[config.mk]
export PLATFORM = sky130hd
export DESIGN_NAME = bds_ctrl
export DESIGN_NICKNAME = d
export VERILOG_FILES = /design/src/hdl/bucket_directory_search_unit_defines.svh /design/src/hdl/bds_pkg.sv /design/src/hdl/bds_ctrl.sv
export SDC_FILE = /design/constraint.sdc
export NUM_CORES = 1
export LEC_CHECK = 0
export BUFFER_PORTS_ARGS = -buffer_cell sky130_fd_sc_hd__buf_2
export CAP_MARGIN = 15
export CORE_AREA = 3 3 40 42
export CTS_BUF_LIST = sky130_fd_sc_hd__clkbuf_8
export DETAILED_ROUTE_END_ITERATION = 6
export DIE_AREA = 0 0 43 45
export PLACE_DENSITY = 0.76
export SYNTH_ARGS = -nofsm -noshare
export SYNTH_HDL_FRONTEND = slang
export SYNTH_SLANG_ARGS = --single-unit
[constraint.sdc]
create_clock -name clk -period 2.3 [get_ports clk]
set_clock_uncertainty 0.1 [all_clocks]
set_input_delay 0.575 -clock clk [delete_from_list [all_inputs] [get_ports clk]]
set_output_delay 0.575 -clock clk [all_outputs]
set_load 0.05 [all_outputs]
[src/hdl/bucket_directory_search_unit_defines.svh]
// assertion macros for the bucket directory search unit
`ifndef BUCKET_DIRECTORY_SEARCH_UNIT_DEFINES_SVH
`define BUCKET_DIRECTORY_SEARCH_UNIT_DEFINES_SVH

// same-cycle implication, sampled on clk, off while rst_n is low
`define BDS_ASSERT_IMP(label, ante, cons) \
  label: assert property (@(posedge clk) disable iff (!rst_n) (ante) |-> (cons)) \
    else $error("bds assertion failed");

// next-cycle implication, sampled on clk, off while rst_n is low
`define BDS_ASSERT_NXT(label, ante, cons) \
  label: assert property (@(posedge clk) disable iff (!rst_n) (ante) |=> (cons)) \
    else $error("bds assertion failed");

`endif

[src/hdl/bds_pkg.sv]
// shared types and constants for the bucket directory search unit
package bds_pkg;

  localparam int unsigned MAX_ENTRIES = 4096;
  localparam int unsigned DIR_BITS    = 12;
  localparam int unsigned KEY_W       = 32;
  localparam int unsigned POS_W       = 12;
  localparam int unsigned IDX_W       = $clog2(MAX_ENTRIES);
  localparam int unsigned CNT_W       = $clog2(MAX_ENTRIES + 1);
  localparam int unsigned DIR_WORDS   = (1 << DIR_BITS) + 1;
  localparam int unsigned DIR_AW      = $clog2(DIR_WORDS);
  localparam int unsigned FILL_W      = $clog2(DIR_WORDS + 1);

  typedef enum logic [1:0] {
    MODE_LOAD  = 2'd0,
    MODE_BUILD = 2'd1,
    MODE_QUERY = 2'd2,
    MODE_CLEAR = 2'd3
  } mode_t;

  localparam logic [1:0] ST_HIT       = 2'd0;
  localparam logic [1:0] ST_MISS      = 2'd1;
  localparam logic [1:0] ST_NOT_BUILT = 2'd2;
  localparam logic [1:0] ST_MISS_ERR  = 2'd3;

  typedef enum logic [1:0] {
    RES_HIT,
    RES_MISS,
    RES_NOT_BUILT
  } res_kind_t;

  typedef struct packed {
    logic [1:0]       mode;
    logic [KEY_W-1:0] key;
  } in_req_t;

  typedef struct packed {
    logic [1:0]       status;
    logic [POS_W-1:0] position;
  } out_req_t;

  typedef struct packed {
    logic      capture;
    logic      tgt_build;
    logic      set_err;
    logic      fill_step;
    logic      commit;
    logic      set_ready;
    logic      clear;
    logic      dir_rd_hi;
    logic      take_start;
    logic      take_end;
    logic      scan_issue;
    logic      res_load;
    res_kind_t res_kind;
  } cmd_t;

  typedef struct packed {
    logic load_bad;
    logic ready;
    logic fill_pending;
    logic scan_more;
    logic cmp_valid;
    logic match;
    logic out_busy;
  } sts_t;

endpackage

[src/hdl/bds_ctrl.sv]
// controller: sequences loads, directory fills, queries and result hand-off
module bds_ctrl (
  input  logic              clk,
  input  logic              rst_n,
  input  logic              in_valid,
  input  bds_pkg::mode_t    in_mode,
  input  bds_pkg::sts_t     sts,
  output bds_pkg::cmd_t     cmd,
  output logic              in_stall
);

  typedef enum logic [2:0] {
    S_IDLE,
    S_LFILL,
    S_BFILL,
    S_QLO,
    S_QHI,
    S_QEND,
    S_QSCAN,
    S_DONE
  } state_t;

  state_t             state_r, state_nxt;
  bds_pkg::res_kind_t kind_r, kind_nxt;

  always_comb begin
    cmd          = '0;
    cmd.res_kind = kind_r;
    state_nxt    = state_r;
    kind_nxt     = kind_r;
    case (state_r)
      S_IDLE: begin
        if (in_valid) begin
          case (in_mode)
            bds_pkg::MODE_LOAD: begin
              if (sts.load_bad) begin
                cmd.set_err = 1'b1;
              end else begin
                cmd.capture = 1'b1;
                state_nxt   = S_LFILL;
              end
            end
            bds_pkg::MODE_BUILD: begin
              cmd.capture   = 1'b1;
              cmd.tgt_build = 1'b1;
              state_nxt     = S_BFILL;
            end
            bds_pkg::MODE_QUERY: begin
              if (sts.ready) begin
                cmd.capture = 1'b1;
                state_nxt   = S_QLO;
              end else begin
                kind_nxt  = bds_pkg::RES_NOT_BUILT;
                state_nxt = S_DONE;
              end
            end
            default: begin
              cmd.clear = 1'b1;
            end
          endcase
        end
      end
      S_LFILL: begin
        if (sts.fill_pending) begin
          cmd.fill_step = 1'b1;
        end else begin
          cmd.commit = 1'b1;
          state_nxt  = S_IDLE;
        end
      end
      S_BFILL: begin
        if (sts.fill_pending) begin
          cmd.fill_step = 1'b1;
        end else begin
          cmd.set_ready = 1'b1;
          state_nxt     = S_IDLE;
        end
      end
      S_QLO: begin
        state_nxt = S_QHI;
      end
      S_QHI: begin
        cmd.dir_rd_hi  = 1'b1;
        cmd.take_start = 1'b1;
        state_nxt      = S_QEND;
      end
      S_QEND: begin
        cmd.take_end = 1'b1;
        state_nxt    = S_QSCAN;
      end
      S_QSCAN: begin
        if (sts.match) begin
          kind_nxt  = bds_pkg::RES_HIT;
          state_nxt = S_DONE;
        end else if (sts.scan_more) begin
          cmd.scan_issue = 1'b1;
        end else if (!sts.cmp_valid) begin
          kind_nxt  = bds_pkg::RES_MISS;
          state_nxt = S_DONE;
        end
      end
      S_DONE: begin
        if (!sts.out_busy) begin
          cmd.res_load = 1'b1;
          state_nxt    = S_IDLE;
        end
      end
      default: begin
        state_nxt = S_IDLE;
      end
    endcase
  end

  always_ff @(posedge clk) begin
    if (!rst_n) begin
      state_r <= S_IDLE;
      kind_r  <= bds_pkg::RES_MISS;
    end else begin
      state_r <= state_nxt;
      kind_r  <= kind_nxt;
    end
  end

  assign in_stall = (state_r != S_IDLE);

endmodule

# Word level (Yosys, flattened, before mapping)
# Index checks and enable logic that the tools add are counted.
# totals
regBits	5
input_bits	12
output_inout_bits	15
elab_cells	68
# op_classes
n_eq_ne	18
mux	40
reduce_logical	8
# op_table
cell	n
two-way mux 3 bit	10
case mux 3 bit (7 select lines)	1
two-way mux 1 bit	19
two-way mux 2 bit	7
== test 3 bit, second input constant	4
!= test 3 bit, second input constant	3
case mux 3 bit (3 select lines)	1
!= test 2 bit, second input constant	4
AND reduction 7 bit	1
== test 3 x 2 -> 1 bit, second input constant	2
AND reduction 6 bit	1
!= test 4 x 1 -> 1 bit, second input constant	1
case mux 2 bit (2 select lines)	1
== test 3 x 1 -> 1 bit, second input constant	1
zero test 3 bit	1
case mux 1 bit (3 select lines)	1
nonzero test 3 bit	1
OR reduction 3 bit	1
== test 2 x 1 -> 1 bit, second input constant	1
== test 2 bit, second input constant	1
zero test 2 bit	1
!= test 2 x 1 -> 1 bit, second input constant	1
nonzero test 2 bit	1
OR reduction 2 bit	1

# Depth between registers and ports, before layout
# Gate-level depths: netlist of the first run.
# logic_depth
word_depth	5
mapped_depth	6
depth_no_buf	6

# Worst setup path before layout of the first run
# No wires, ideal clock.
# synth_timing
path_type	input port to output port
start	in in_mode[0]
end	out cmd[13] (netlist name)
t_arrival_ps	1956
required_time_ps	1625
path_slack_ps	-331
path_stages	4
n_path_buf	0
cell_sequence	inv_1 -> ha_1 -> a221oi_1 -> nor3_1
# synth_lines
element	line	rtl
start: declaration	bds_ctrl.sv:6	input bds_pkg::mode_t in_mode,
end: declaration	bds_ctrl.sv:8	output bds_pkg::cmd_t cmd,

==> impl_results.md, run 1 <==
- Status: completed
- CP cell instances: buf_2 -> inv_1 -> ha_1 -> a221oi_2 -> nor3_2 -> buf_2
- Vias post-DR: 609
- Final wirelength: 1.37 mm
- Most common cell on crit path: buf_2
- Min-delay src: kind_r[0]
- Total GRT Usage: 0.151
- Antenna Cells: 0
- Min Tclk post-route: 2200 ps
- Post-CTS sizing: 0
- Setup TNS: 0 ps
- Placed cell count: 112
- Clk slew on worst S/H paths: 40 ps
- Worst Hold End: kind_r[0]
- First-pass GRT wire length: 2.19 mm
- Post-route ant nets: 0
- R2R Path End: state_r[1]
- Crit path launch type: primary input
- Via-to-Cell Ratio: 5.25
- Hold buffers post-CTS: 0
- Sequential area share after synthesis: 0.171
- Most common cell in the netlist: nand2_1
- Critical path type: primary input to primary output
- Peak Freq: 455 MHz
- Die H: 45 microns
- Area delta synth->final: 36.8%
- Final Hold Viols: 0
- Initial antenna violation count: 0
- Cell Pwr Density: 1090 mW/mm^2
- Worst Max-Slew Pin Slew: 411 ps
- Worst-Skew Late Latency: 230 ps
- Area share of the largest cell type after synthesis: 0.171
- R2r startpoint: state_r[2]
- Top Family by Delay on Critical Path: buffers and inverters
- Top Ports: 27
- Count of cell types in the netlist: 34
- Floorplan row count: 13
- Worst setup margin: 99.9 ps
- Synth Warn #: 0
- Via count of the first global-routing pass: 521
- Slew headroom: 0.726
- Final period utilization: 0.957
- Final Setup Violations: 0
- Top cells by count, synth: nand2_1, ha_1, nor2_1
- # Post-CTS Setup Buffers: 0
- Largest area contributor in the netlist: dfxtp_1
- PortBufs: 26
- Crit path max fanout: 4
- Async set or reset register ratio after synthesis: 0
- Worst EP arrival: 1530 ps
- DIE AREA: 0.00194 sq mm
- Worst Path Required: 1620 ps
- Placed cell area: 741 sq um
- Num CTS Buffers: 3
- Share of post-route cells with drive strength above 1: 0.455
- H-tree depth: 1
- DP HPWL: 1.10 mm
- Clk sink count: 5
- Yosys reg bits: 5
- Post-Layout Cell Count: 116
- Clock tree buffer depth: 2
- Global route total overflow: 0
- R2r worst-path depth: 5
- Crit end category: primary output
- Crit-path max cell delay: 270 ps
- Worst vdd ir: 668 uV
- Placer Congestion: 0.743
- Syn_nets: 91
- 1st-pass router iterations: 4
- Root Buffer: clkbuf_8
- DRC: 0
- Post-Syn Instances: 73
- Bufs and invs on worst path: 3
- Synth Flop Type: dfxtp_1
- Top cells by area, synth: dfxtp_1, ha_1, nand2_1, nor3_1, o22ai_2
- Mapped Area: 584 sq um
- Total Power: 0.870 mW
- Final slew viol count: 0
- Initial Util: 0.455
- Largest net degree at the start of global routing: 13
- Die W: 43 microns
- Hold Path Stages: 2
- Design area: 800 sq um
- Routed len/inst: 11.8 microns
- CTS tree: yes
- R2r setup slk: 460 ps
- Pre-CTS worst setup slack: 27.8 ps
- Number of max-cap violations: 0
- Core area: 0.00128 sq mm
- EDFF count, synth: 0
- Fillers: 107
- 1st-iter DRT viols: 13
- LEAKAGE: 0.423 nW
- Slowest CP cell: a221oi_2
- Final nets: 120
- Syn avg cell area: 8.00 sq um
- RSZ-0062 raised after global routing: no
- Hold crit path type: flop to flop
## how the worst max path moves through the flow
| stage | startpoint | endpoint | slack (ps) | cells after the start |
|---|---|---|---|---|
| after floorplan | in_mode[0] | cmd[11] | 70 | 4 |
| after global placement | in_mode[0] | cmd[13] | 70 | 6 |
| after detailed placement | in_mode[0] | cmd[13] | 30 | 6 |
| after CTS | in_mode[0] | cmd[13] | 30 | 6 |
| after global routing | in_mode[0] | cmd[13] | 30 | 6 |
| final | in_mode[0] | cmd[13] | 100 | 6 |
## metal layers
metal  part of all wire  global-route usage  wire length [microns]  vias up
met5                  0                   0                      0        -
met4              0.012              0.0542                     17        0
met3              0.068              0.0478                     93        2
met2               0.51               0.275                    692       20
met1               0.41               0.166                    563      269
li1                   -                   -                      -      318
## report_power, final
part / switching (mW) / total [mW] / internal [mW]
Clock: 0.0509 / 0.166 / 0.115
Sequential: 0.0440 / 0.158 / 0.114
Combinational: 0.369 / 0.546 / 0.176
## cells by family (layout without fill, tap and decap cells)
family,after synthesis,after routing,share of synthesized area
simple gates,33,33,0.336
compound gates,18,18,0.238
buf+inv,9,37,0.0921
fa+ha+maj,6,6,0.128
flops,5,5,0.171
mux,2,2,0.0343
## worst min-delay path, cell delays in order, from the launching register on
cell and delay, ps:
dfxtp_1 320, o21ai_0 70, o311ai_0 90
## cells in the final DEF (no fill, tap or decap), types with 2 or more instances in the layout
| cell | n |
|---|---|
| dfxtp_1 | 4 |
| inv_1 | 5 |
| nor3_2 | 4 |
| and3_1 | 2 |
| ha_1 | 6 |
| nand2_1 | 7 |
| nand2b_1 | 3 |
| o21ai_0 | 4 |
| o22ai_2 | 2 |
| clkbuf_8 | 3 |
| buf_2 | 26 |
| a21oi_1 | 3 |
| buf_4 | 2 |
| nor2_1 | 5 |
| mux2i_1 | 2 |
## flip-flops by register name (all words and copies together) (netlist names)
signal,flops
kind_r,2
state_r,3
## final cells by class
class	count	area [sq um]	share of cell area
flip-flops and latches	5	101	0.127
inverters	5	18.8	0.0235
clock inverters	1	3.75	0.00469
repair buffers	28	145	0.182
clock buffers	3	41.3	0.0516
well taps	15	18.8	0.0235
multi-input cells	59	470	0.588
## stage by stage
step,util,hold WS [ps]
floorplan,-,474
global placement,0.576,393
detailed placement,0.576,412
CTS,0.611,421
global route,0.622,459
finish,0.622,414
(Power assumes the default switching activity.)
==> run 2: changes to the inputs <==
Settings changed: CORE_AREA 3 3 40 42 to 2 2 39 41, DIE_AREA 0 0 43 45 to 0 0 41 43, MAX_ROUTING_LAYER set to met4, SKIP_LAST_GASP set to 1.
==> run 2 against run 1 <==
Hold slack improved by 8.4 ps. Power fell by 1.0%. Setup slack got worse by 46 ps. Cell area fell by 1.4%. Sequential share of layout area rose by 0.34 points. Non-clock buffer count fell by 1. Clock power barely moved. Core utilization fell by 5.3 points. Sequential power rose by 3%.
==> impl_results.md, run 2 (synthesis results as in run 1) <==
- Placer Congestion: 0.733 (-1.3%)
- Worst vdd ir: 553 uV (-17%)
- CTS tree: yes
- Design area: 788 sq um (-1.4%)
- Via count of the first global-routing pass: 590 (+13%)
- Most common cell on crit path: buf_2
- Final nets: 119 (-0.83%)
- Peak Freq: 445 MHz (-2.1%)
- Commonest non-fill, non-tap cell in the layout: buf_2
- Core area: 0.00138 sq mm (+7.7%)
- Clk sink count: 5 (unchanged)
- Post-Layout Cell Count: 116 (unchanged)
- Reg with most FFs: state_r
- Worst setup margin: 53.6 ps (-46.3 ps)
- Crit end category: primary output
- Area delta synth->final: 34.9%
- DRC: 0 (unchanged)
- Setup TNS: 0 ps (unchanged)
- Placed cell area: 734 sq um (-0.84%)
- Top Family by Delay on Critical Path: buffers and inverters
- Pre-CTS worst setup slack: 45.8 ps (+18.1 ps)
- # Post-CTS Setup Buffers: 0 (unchanged)
- Min Tclk post-route: 2250 ps (+46.3 ps)
- FF+latch area: 103 sq um (+1.2%)
- PortBufs: 26 (unchanged)
- Max reg flops: 3 (unchanged)
- Clk slew on worst S/H paths: 40 ps (about the same)
- Crit-path max cell delay: 310 ps (+40 ps)
- Crit path launch type: primary input
- LEAKAGE: 0.416 nW (-1.7%)
- Share of post-route cells with drive strength above 1: 0.450 (-0.00545)
- Critical path type: primary input to primary output
- Top Ports: 27 (unchanged)
- Num CTS Buffers: 3 (unchanged)
- Most frequent cells in the layout: buf_2, nand2_1, ha_1, inv_1, nor2_1
- Final slew viol count: 0 (unchanged)
- Via-to-Cell Ratio: 5.40 (+2.8%)
- Routed len/inst: 11.8 microns (+0.59%)
- Die W: 41 microns (-4.7%)
- Root Buffer: clkbuf_8
- Final wirelength: 1.37 mm (+0.59%)
- Largest registers: state_r x3, kind_r x2
- CP cell instances: buf_2 -> inv_1 -> ha_1 -> a221oi_1 -> nor3_2 -> buf_2
- H-tree depth: 1 (unchanged)
- Antenna Cells: 0 (unchanged)
- Global route total overflow: 0 (unchanged)
- Area occupied by multi-input gates: 464 sq um (-1.3%)
- Worst EP arrival: 1570 ps (+40 ps)
- R2r worst-path depth: 5 (unchanged)
- Die H: 43 microns (-4.4%)
- Crit path max fanout: 4 (unchanged)
- Worst-Skew Late Latency: 230 ps (about the same)
- 1st-pass router iterations: 2 (-2)
- Final period utilization: 0.977 (+0.0201)
- Largest net degree at the start of global routing: 14 (+1)
- Slowest CP cell: a221oi_1
- Post-route ant nets: 0 (unchanged)
- Final Setup Violations: 0 (unchanged)
- Slew headroom: 0.734 (+0.00830)
- Vias post-DR: 626 (+2.8%)
- Bufs and invs on worst path: 3 (unchanged)
- Status: completed
- Fillers: 137 (+28%)
- Hold Path Stages: 1 (-1)
- Levels on crit path: 6 (unchanged)
- Cell Pwr Density: 1090 mW/mm^2 (+0.37%)
- Final Hold Viols: 0 (unchanged)
- Worst Max-Slew Pin Slew: 396 ps (-14.9 ps)
- RSZ-0062 raised after global routing: yes
- DIE AREA: 0.00176 sq mm (-8.9%)
- DP HPWL: 1.09 mm (-0.56%)
- First-pass GRT wire length: 2.33 mm (+6.3%)
- 1st-iter DRT viols: 8 (-5)
- Worst Path Required: 1620 ps (about the same)
- Clock tree buffer depth: 2 (unchanged)
- Hold crit path type: flop to flop
- Total GRT Usage: 0.200 (+0.0486)
- Initial antenna violation count: 0 (unchanged)
- Placed cell count: 112 (unchanged)
- Floorplan row count: 14 (+1)
- Number of max-cap violations: 0 (unchanged)
- Initial Util: 0.422 (-0.0325)
[run 2: cell count changes in the layout (fill, tap and decap cells not counted), sizes merged]
cell	delta
buf	-1
[run 2: routing by layer]
layer | global-route usage | part of all wire | vias up
li1 | - | - | 316
met3 | 0.0314 | 0.052 | 4
met2 | 0.306 | 0.52 | 22
met4 | 0.140 | 0.018 | 0
met1 | 0.223 | 0.41 | 284
met5 | - | 0 | -
[run 2: worst reg2reg max path, stage by stage, from the launching register on]
cell and delay [ps]:
dfxtp_1 370, buf_4 200, or2b_1 200, o22ai_2 120
or4_1 490, a21boi_1 130
[run 2: timing repair]
action                                  in CTS  in global routing
hold buffers                                 0                  0
endpoints found under the hold margin        0                  0
gates resized for setup                      0                  3
endpoints found under the setup margin       0                  5
[run 2: path summary, 6_finish.rpt]
check / startpoint / end / slack, ps
max: in_mode[0] / cmd[13] / 50
min: kind_r[1] / kind_r[1] / 420
max reg2reg: state_r[1] / state_r[1] / 630
min reg2reg: kind_r[1] / kind_r[1] / 420
[run 2: layout make-up]
cell class                      count  area share
Multi-Input combinational cell     59       0.589
Clock inverter                      1     0.00476
Tap cell                           16      0.0254
Clock buffer                        3      0.0524
Timing Repair Buffer               27       0.175
Sequential cell                     5       0.130
Inverter                            5      0.0238
[run 2: per-stage QoR]
step                      hold slack (ps)  utilization  total power, mW
final                                 422        0.570            0.860
after global routing                  462        0.570            0.923
after CTS                             423        0.563            0.850
after detailed placement              414        0.531            0.683
after global placement                393        0.531            0.674
after floorplan                       474            -            0.598
[run 2: where the power goes]
part | internal (mW) | switching (mW) | total [mW]
clock network | 0.115 | 0.0496 | 0.165
logic | 0.170 | 0.363 | 0.534
registers | 0.115 | 0.0474 | 0.162
total | 0.400 | 0.460 | 0.860
==> run 3: changes to the inputs <==
Settings changed: ABC_AREA set to 1, PLACE_DENSITY 0.76 to 0.78.
==> run 3 against run 2 <==
Clock-buffer cell count unchanged. Synthesized area increased by 4.5%. Synthesized cell count increased by 38%. Routed wire length increased by 0.29%. Sequential power increased by 9%.
==> impl_results.md, run 3 <==
- Status: completed
- 1st-pass router iterations: 4 (+2)
- Worst hold slack: 343 ps (-78.6 ps)
- Area share of the largest cell type after synthesis: 0.164 (-0.00737)
- Largest net degree at the start of global routing: 11 (-3)
- Largest registers: state_r x3, kind_r x2
- Final wirelength: 1.38 mm (+0.29%)
- Share of post-route cells with drive strength above 1: 0.394 (-0.0561)
- Crit path max fanout: 4 (unchanged)
- # Post-CTS Setup Buffers: 0 (unchanged)
- Synth Warn #: 0 (unchanged)
- Global route total overflow: 0 (unchanged)
- Vias post-DR: 703 (+12%)
- Placer Congestion: 0.790 (+7.7%)
- DP HPWL: 1.16 mm (+5.8%)
- R2r worst-path depth: 9 (+4)
- PortBufs: 26 (unchanged)
- CTS tree: yes
- Area delta synth->final: 37.7%
- H-tree depth: 1 (unchanged)
- Most common cell on crit path: inv_1
- Final Setup Violations: 0 (unchanged)
- Syn avg cell area: 6.05 sq um (-24%)
- Min-delay src: kind_r[0]
- Clk slew on worst S/H paths: 40 ps (about the same)
- Min Tclk post-route: 2170 ps (-78.4 ps)
- DIE AREA: 0.00176 sq mm (unchanged)
- Async set or reset register ratio after synthesis: 0 (unchanged)
- Final nets: 151 (+27%)
- Worst-Skew Late Latency: 220 ps (about the same)
- Die H: 43 microns (unchanged)
- Hold crit path type: flop to flop
- Worst vdd ir: 940 uV (+70%)
- Routed len/inst: 9.31 microns (-21%)
- Number of max-cap violations: 0 (unchanged)
- Crit path launch type: primary input
- Top cells by count, synth: nand2_1, inv_1, nor2_1
- Count of cell types in the netlist: 21 (-38%)
- Worst EP arrival: 1490 ps (-80 ps)
- Final Hold Viols: 0 (unchanged)
- Crit end category: primary output
- Total Power: 1.11 mW (+29%)
- LEAKAGE: 0.491 nW (+18%)
- R2r startpoint: state_r[0]
- Initial antenna violation count: 0 (unchanged)
- Core area: 0.00138 sq mm (unchanged)
- RSZ-0062 raised after global routing: no
- Final core utilization: 0.608 (+0.0380)
- Clock tree buffer depth: 2 (unchanged)
- Final slew viol count: 0 (unchanged)
- Slowest CP cell: buf_6
- Total GRT Usage: 0.197 (-0.00350)
- 1st-iter DRT viols: 10 (+2)
- Most frequent cells in the layout: nand2_1, buf_2, inv_1, nor2_1
- Post-Layout Cell Count: 148 (+28%)
- Top cells by area, synth: dfxtp_1, nand2_1, ha_1, inv_1, nor2_1
- Max reg flops: 3 (unchanged)
- Clk sink count: 5 (unchanged)
- CP cell instances: buf_2 -> inv_1 -> ha_1 -> inv_1 -> o21ai_1 -> a21oi_1 -> nor3_2 -> buf_6
- Mapped Area: 611 sq um (+4.5%)
- Floorplan row count: 14 (unchanged)
- Die W: 41 microns (unchanged)
- Sequential area share after synthesis: 0.164 (-0.00737)
- Crit-path max cell delay: 180 ps (-130 ps)
- Root Buffer: clkbuf_8
- Bufs and invs on worst path: 4 (+1)
- First-pass GRT wire length: 2.37 mm (+1.8%)
- Yosys reg bits: 5 (unchanged)
- Critical path type: primary input to primary output
- Most common cell in the netlist: nand2_1
- Reg with most FFs: state_r
- Initial Util: 0.441 (+0.0190)
- Post-route ant nets: 0 (unchanged)
- Worst Setup SP: in_mode[0]
- DRC: 0 (unchanged)
- Worst Max-Slew Pin Slew: 312 ps (-84.1 ps)
- Cell Pwr Density: 1320 mW/mm^2 (+21%)
- Worst Path Required: 1620 ps (about the same)
- Antenna Cells: 0 (unchanged)
- Via-to-Cell Ratio: 4.75 (-12%)
- EDFF count, synth: 0 (unchanged)
- Top Family by Delay on Critical Path: buffers and inverters
- Peak Freq: 461 MHz (+3.6%)
- Slew headroom: 0.792 (+0.0578)
- Placed cell count: 144 (+29%)
- Hold Path Stages: 2 (+1)
- Synth Flop Type: dfxtp_1
- Final period utilization: 0.943 (-0.0341)
- Syn_nets: 119 (+31%)
- Post-Syn Instances: 101 (+38%)
- Top Ports: 27 (unchanged)
- Via count of the first global-routing pass: 600 (+1.7%)
- Largest area contributor in the netlist: dfxtp_1
- Hold buffers post-CTS: 0 (unchanged)
- Levels on crit path: 8 (+2)
- Commonest non-fill, non-tap cell in the layout: nand2_1
- Num CTS Buffers: 3 (unchanged)
==> run 3: changes by cell type after synthesis, moves of 3 or more <==
cell / before / now
inv_1: 4 / 15
nand2_1: 7 / 26
nand2_2: 0 / 3
nand2b_1: 3 / 0
nand3_1: 0 / 5
nor2_1: 6 / 12
nor2_2: 0 / 6
==> run 3: layer usage <==
| metal | GRT usage | wire (microns) |
|---|---|---|
| met5 | - | 0 |
| met2 | 0.309 | 665 |
| met1 | 0.238 | 602 |
| met3 | 0.0471 | 81 |
| met4 | 0.0600 | 29 |
==> run 3: worst paths after layout <==
| check | endpoint | slack [ps] |
|---|---|---|
| worst max-delay path | cmd[13] | 130 |
| worst min-delay path | kind_r[0] | 340 |
| worst max register to register | state_r[0] | 910 |
| worst min register to register | kind_r[0] | 340 |
==> run 3: logic make-up after synthesis <==
group           share of synthesized area
compound gates                      0.102
fa+ha+maj                           0.123
buf+inv                             0.127
flops                               0.164
simple gates                        0.484
==> run 3: area by class of cell <==
type	instances	area (sq um)
clock buffers	3	41.3
multi-input cells	77	454
inverters	18	70.1
well taps	16	20.0
flip-flops and latches	5	100
repair buffers	28	151
clock inverters	1	3.75
fillers	143	543
==> run 3: what timing repair did <==
action                                  in CTS  in global routing
gates resized for setup                      0                  4
endpoints found under the hold margin        0                  0
endpoints found under the setup margin       0                  1
==> run 3: metrics by stage <==
stage	setup TNS, ps	area [sq um]	setup WS (ps)
floorplan	-32.2	632	-32.2
global placement	0	790	75.0
detailed placement	0	790	27.1
CTS	0	835	20.5
global route	0	841	10.6
finish	0	841	132
==> run 3: power by group <==
group	internal [mW]	switching (mW)	total [mW]
sequential	0.121	0.0564	0.177
combinational	0.212	0.563	0.775
clock	0.115	0.0452	0.160
==> run 3: tightest hold or removal path, stage by stage, from the launching register on <==
cell and delay, ps:
dfxtp_1 310, nand2_1 50, nand3_1 50
